[config.mk]
export PLATFORM = sky130hd
export DESIGN_NAME = lzss_outq_flat
export DESIGN_NICKNAME = d
export VERILOG_FILES = /design/src/rtl/lzss_pkg.sv /design/src/rtl/lzss_if.sv /design/src/rtl/lzss_outq.sv /design/src/flat_wrapper.sv
export SDC_FILE = /design/constraint.sdc
export NUM_CORES = 1
export LEC_CHECK = 0
export ABC_CLOCK_PERIOD_IN_PS = 2800
export CELL_PAD_IN_SITES_DETAIL_PLACEMENT = 1
export CELL_PAD_IN_SITES_GLOBAL_PLACEMENT = 1
export CORE_UTILIZATION = 50
export CTS_CLUSTER_DIAMETER = 120
export DETAILED_ROUTE_END_ITERATION = 10
export DONT_BUFFER_PORTS = 1
export GPL_TIMING_DRIVEN = 0
export PLACE_DENSITY = 0.74
export SYNTH_ARGS = -nofsm -noshare
export SYNTH_HDL_FRONTEND = slang
export SYNTH_SLANG_ARGS = --single-unit
[constraint.sdc]
create_clock -name clk -period 2.8 [get_ports clk]
set_input_delay 0.28 -clock clk [delete_from_list [all_inputs] [get_ports clk]]
set_output_delay 0.28 -clock clk [all_outputs]
set_load 0.005 [all_outputs]
[src/rtl/lzss_pkg.sv]
// Shared types and constants of the LZSS bitstream decoder.
// No dependencies; every other file of the block but lzss_ram imports this package.
package lzss_pkg;

  localparam int BYTE_BITS = 8;
  localparam int MATCH_MIN = 2;
  localparam int LW_W      = 3;
  localparam int OW_W      = 4;
  localparam int FBL_W     = 4;
  localparam int BCNT_W    = 4;
  localparam int PROD_W    = 16;
  localparam int CFG_AW    = 3;
  localparam int CFG_DW    = 32;

  localparam logic [PROD_W-1:0] OUT_LEN_RESET = 16'hFFFF;

  localparam logic [1:0] HDR_LEN_IDX   = 2'd0;
  localparam logic [1:0] HDR_SHORT_IDX = 2'd1;
  localparam logic [1:0] HDR_LONG_IDX  = 2'd2;
  localparam logic [1:0] HDR_DONE      = 2'd3;

  typedef enum logic [1:0] {
    STAT_DATA    = 2'd0,
    STAT_DONE    = 2'd1,
    STAT_HDR_ERR = 2'd2
  } status_t;

  typedef enum logic [2:0] {
    PH_FLAG,
    PH_FLAG2,
    PH_SHORT,
    PH_LONG,
    PH_LEN,
    PH_LIT
  } phase_t;

  typedef enum logic [2:0] {
    S_IDLE,
    S_HDR,
    S_BIT,
    S_SETTLE,
    S_RD,
    S_WR,
    S_CHK,
    S_FLUSH
  } dec_state_t;

  typedef struct packed {
    logic [BYTE_BITS-1:0] out_byte;
    status_t              status;
  } res_t;

  typedef struct packed {
    logic push;
    logic flush;
  } res_ctl_t;

  typedef struct packed {
    logic [BYTE_BITS-1:0] out_byte;
    status_t              status;
    logic                 last;
  } out_rec_t;

endpackage

[src/rtl/lzss_if.sv]


interface lzss_out_if;
  import lzss_pkg::*;
  logic                 valid;
  logic                 ready;
  logic [BYTE_BITS-1:0] out_byte;
  logic [1:0]           status;
  logic                 last;
  modport source (output valid, output out_byte, output status, output last, input ready);
  modport sink (input valid, input out_byte, input status, input last, output ready);
endinterface

[src/rtl/lzss_outq.sv]
// Result staging: a hold stage that decides the last flag and an output register.
// Depends on lzss_pkg and lzss_out_if.
module lzss_outq (
  input  logic              clk,
  input  logic              rst_n,
  input  lzss_pkg::res_ctl_t ctl,
  input  lzss_pkg::res_t     res,
  output logic              ok,
  lzss_out_if.source        out_ch
);
  import lzss_pkg::*;

  logic     hold_v_r, hold_v_nxt;
  res_t     hold_r, hold_nxt;
  logic     out_v_r, out_v_nxt;
  out_rec_t out_d_r, out_d_nxt;
  logic     out_free;

  assign out_free = !out_v_r || out_ch.ready;
  assign ok       = !hold_v_r || out_free;

  always_comb begin
    hold_v_nxt = hold_v_r;
    hold_nxt   = hold_r;
    out_v_nxt  = out_v_r && !out_ch.ready;
    out_d_nxt  = out_d_r;
    if (ctl.push && ok) begin
      if (hold_v_r) begin
        out_v_nxt = 1'b1;
        out_d_nxt = '{out_byte: hold_r.out_byte, status: hold_r.status, last: 1'b0};
      end
      hold_nxt   = res;
      hold_v_nxt = 1'b1;
    end else if (ctl.flush && hold_v_r && out_free) begin
      out_v_nxt  = 1'b1;
      out_d_nxt  = '{out_byte: hold_r.out_byte, status: hold_r.status, last: 1'b1};
      hold_v_nxt = 1'b0;
    end
  end

  always_ff @(posedge clk) begin
    if (!rst_n) begin
      hold_v_r <= 1'b0;
      out_v_r  <= 1'b0;
    end else begin
      hold_v_r <= hold_v_nxt;
      out_v_r  <= out_v_nxt;
    end
    hold_r  <= hold_nxt;
    out_d_r <= out_d_nxt;
  end

  assign out_ch.valid    = out_v_r;
  assign out_ch.out_byte = out_d_r.out_byte;
  assign out_ch.status   = out_d_r.status;
  assign out_ch.last     = out_d_r.last;

endmodule

[src/flat_wrapper.sv]
// flat-port wrapper written by rule: the top's interface ports become plain ports
module lzss_outq_flat import lzss_pkg::*;
  (clk, rst_n, ctl, res, ok, out_ch_valid, out_ch_out_byte, out_ch_status, out_ch_last, out_ch_ready);
  lzss_out_if out_ch_i ();
  input  logic clk;
  input  logic rst_n;
  input  lzss_pkg::res_ctl_t ctl;
  input  lzss_pkg::res_t res;
  output logic ok;
  output wire logic [$bits(out_ch_i.valid)-1:0] out_ch_valid;
  output wire logic [$bits(out_ch_i.out_byte)-1:0] out_ch_out_byte;
  output wire logic [$bits(out_ch_i.status)-1:0] out_ch_status;
  output wire logic [$bits(out_ch_i.last)-1:0] out_ch_last;
  input wire logic [$bits(out_ch_i.ready)-1:0] out_ch_ready;
  assign out_ch_valid = out_ch_i.valid;
  assign out_ch_out_byte = out_ch_i.out_byte;
  assign out_ch_status = out_ch_i.status;
  assign out_ch_last = out_ch_i.last;
  assign out_ch_i.ready = out_ch_ready;
  lzss_outq u_core (.clk(clk), .rst_n(rst_n), .ctl(ctl), .res(res), .ok(ok), .out_ch(out_ch_i));
endmodule
==> results.tsv <==
stage	metric	value	unit
sta	relSlewSlack	33.9	%
place	portBuffers	0	
cells_and_area	final_core_utilization	58.3	%
clocking	tritoncts	done	
grt	grt-ovfl-total	0	
critical_path	end_kind	flop	
cells_and_area	final_layout_size_suffix_gt1_share	13.5	%
sta	period_share	57.5	%
critical_path	arrival	1540	ps
clocking	clkSinkCount	23	
route	ant_nets	0	
sta	fin_setup_tns	0	ps
floorplanning	initial_core_util	54.8	%
power	power.switching	0.105	mW
route	drc	0	
clocking	cts_setup_buffers	0	
synthesis	yosysWarnings	0	
sta	setup_violations	0	
floorplanning	die_width	40.2	um
clocking	worstSkewPairLatency	290	ps
grt	grt_pass1_wl	1.58	mm
clocking	cts_resized	0	
grt	antenna_found_initial	0	
power	vdd_drop_max	0.000347	V
power	total_power	0.557	mW
run_status	status	finished clean	
route	drt_iter0_markers	0	
cells_and_area	fillers	114	
synthesis	synth_nets	48	
sta	max_freq	0.621	GHz
floorplanning	core_area	1330	um^2
sta	tightest_slew	989	ps
grt	track_usage	17.2	%
cells_and_area	fin_area	777	um^2
power	p_clk_share	25.2	%
floorplanning	die_h	40.2	um
critical_path	start_kind	flop	
grt	grt_pass1_vias	327	
power	pwr-share-seq	72.5	%
sta	skew	1.49	ps
route	avgRoutedWirePerCell	21.4	um
power	power.density	717	nW/um^2
power	static-leakage-power	0.257	nW
synthesis	syn_avg_cell_area	22.1	um^2
cells_and_area	antenna_cells	0	
route	drt-total-wl	1.12	mm
floorplanning	row_count	13	
floorplanning	fp.dieArea	1620	um^2
place	place.gp.congestion	0.651	
critical_path	crit_type	reg -> reg	
clocking	cts_max_level	1	
cells_and_area	area_growth_syn_to_layout	6.34	%
synthesis	ys_seq_area_share	91.8	%
synthesis	syn_area	731	um^2
floorplanning	ioPinCount	28	
clocking	clk_pin_slew	110	ps
place	place_area	749	um^2
sta	rsz0062_at_grt	no	
clocking	clk_path_buf_depth	2	
synthesis	postSynthCellCount	33	
synthesis	ys_types	11	
clocking	cts_made_buffers	3	
job	drv_cap	0	
sta	drv_slew	0	
place	place_hpwl	828	um
sta	fin_crit	1610	ps
power	intPower	0.452	mW
sta	hold_slack	70.7	ps
clocking	cts_hold_buffers	0	
grt	grt_max_degree	14	
clocking	clock-root-buffer	clkbuf_4	
route	via_count	291	
route	via_per_inst	5.60	
power	combPwrFrac	2.2	%
critical_path	path_max_fanout	11	
power	switching_share	18.8	%
cells_and_area	layout.nets	53	
sta	finalHoldViolCount	0	
synthesis	ys_ff_latch	23	
route	first_pass_iters	1	
critical_path	worstPathRequired	2730	ps
hold_path	hold_class	in -> reg	
## per-layer routing
layer,part of all wire (%),up-vias,track usage (%)
met5,0,-,0
met4,0,0,10.0
met3,5.8,0,5.00
met2,53,17,29.0
met1,41,140,19.3
li1,-,134,-
## cell families after synthesis
logic type / synth area share, %
compound gates: 3.25
buf+inv: 0.513
flops: 91.8
simple gates: 4.45
## power groups by stage
stage	clock network, mW	logic, mW	registers (mW)
2_1_floorplan	0	0.00957	0.408
3_5_place_dp	0	0.0127	0.412
3_3_place_gp	0	0.0110	0.409
5_1_grt	0.157	0.0142	0.406
6_report	0.141	0.0125	0.404
4_1_cts	0.146	0.0127	0.404
## state kept, by name, indices dropped and copies added (netlist names)
| signal | count |
|---|---|
| u_core.out_ch.status | 2 |
| u_core.hold_v_r | 1 |
| u_core.out_ch.valid | 1 |
| u_core.out_ch.out_byte | 8 |
| u_core.hold_r | 10 |
| u_core.out_ch.last | 1 |
## synth_stat cells (all sizes together)
library cell / number / area share [%]
edfxtp: 21 / 86
dfxtp: 2 / 5.5
o21ai: 2 / 1.4
a21boi: 1 / 1.0
a31oi: 1 / 0.86
and2: 1 / 0.86
inv: 1 / 0.51
nand2: 1 / 0.51
nand2b: 1 / 1.2
nand3b: 1 / 1.0
nor2b: 1 / 0.86
## cell type report
class | instances | area (um^2) | area share (%)
flip-flops and latches | 23 | 671 | 86.3
multi-input cells | 9 | 56.3 | 7.25
well taps | 15 | 18.8 | 2.42
clock buffers | 3 | 22.5 | 2.90
clock inverters | 1 | 5.00 | 0.644
inverters | 1 | 3.75 | 0.483
## worst paths after layout
path                                     startpoint                        end  slack (ps)  cells past startpoint
worst max-delay path            u_core.out_ch.valid  u_core.out_ch.out_byte[0]        1190                      2
worst min-delay path                         res[0]           u_core.hold_r[0]          70                      0
worst max register to register  u_core.out_ch.valid  u_core.out_ch.out_byte[0]        1190                      2
worst min register to register     u_core.hold_r[7]  u_core.out_ch.out_byte[5]         430                      0
## through the flow
| stage | setup WS, ps | instances |
|---|---|---|
| 2_1_floorplan | 1460 | 33 |
| 3_3_place_gp | 1310 | 48 |
| 3_5_place_dp | 1190 | 48 |
| 4_1_cts | 1180 | 52 |
| 5_1_grt | 1080 | 52 |
| 6_report | 1190 | 52 |
## cells in the final DEF, fill, tap and decap left out, drive strengths merged
cell	n
nand2	1
clkbuf	3
edfxtp	21
and2	1
nand2b	1
inv	1
nand3b	1
dfxtp	2
a21boi	1
clkinv	1
a31oi	1
o21ai	2
nor2b	1
## worst max-delay path, stage by stage (launching register included)
cell,delay [ps]
dfxtp_1,360
nand2b_2,100
nor2b_1,790
Note: power is estimated with default switching activity, not from simulation.
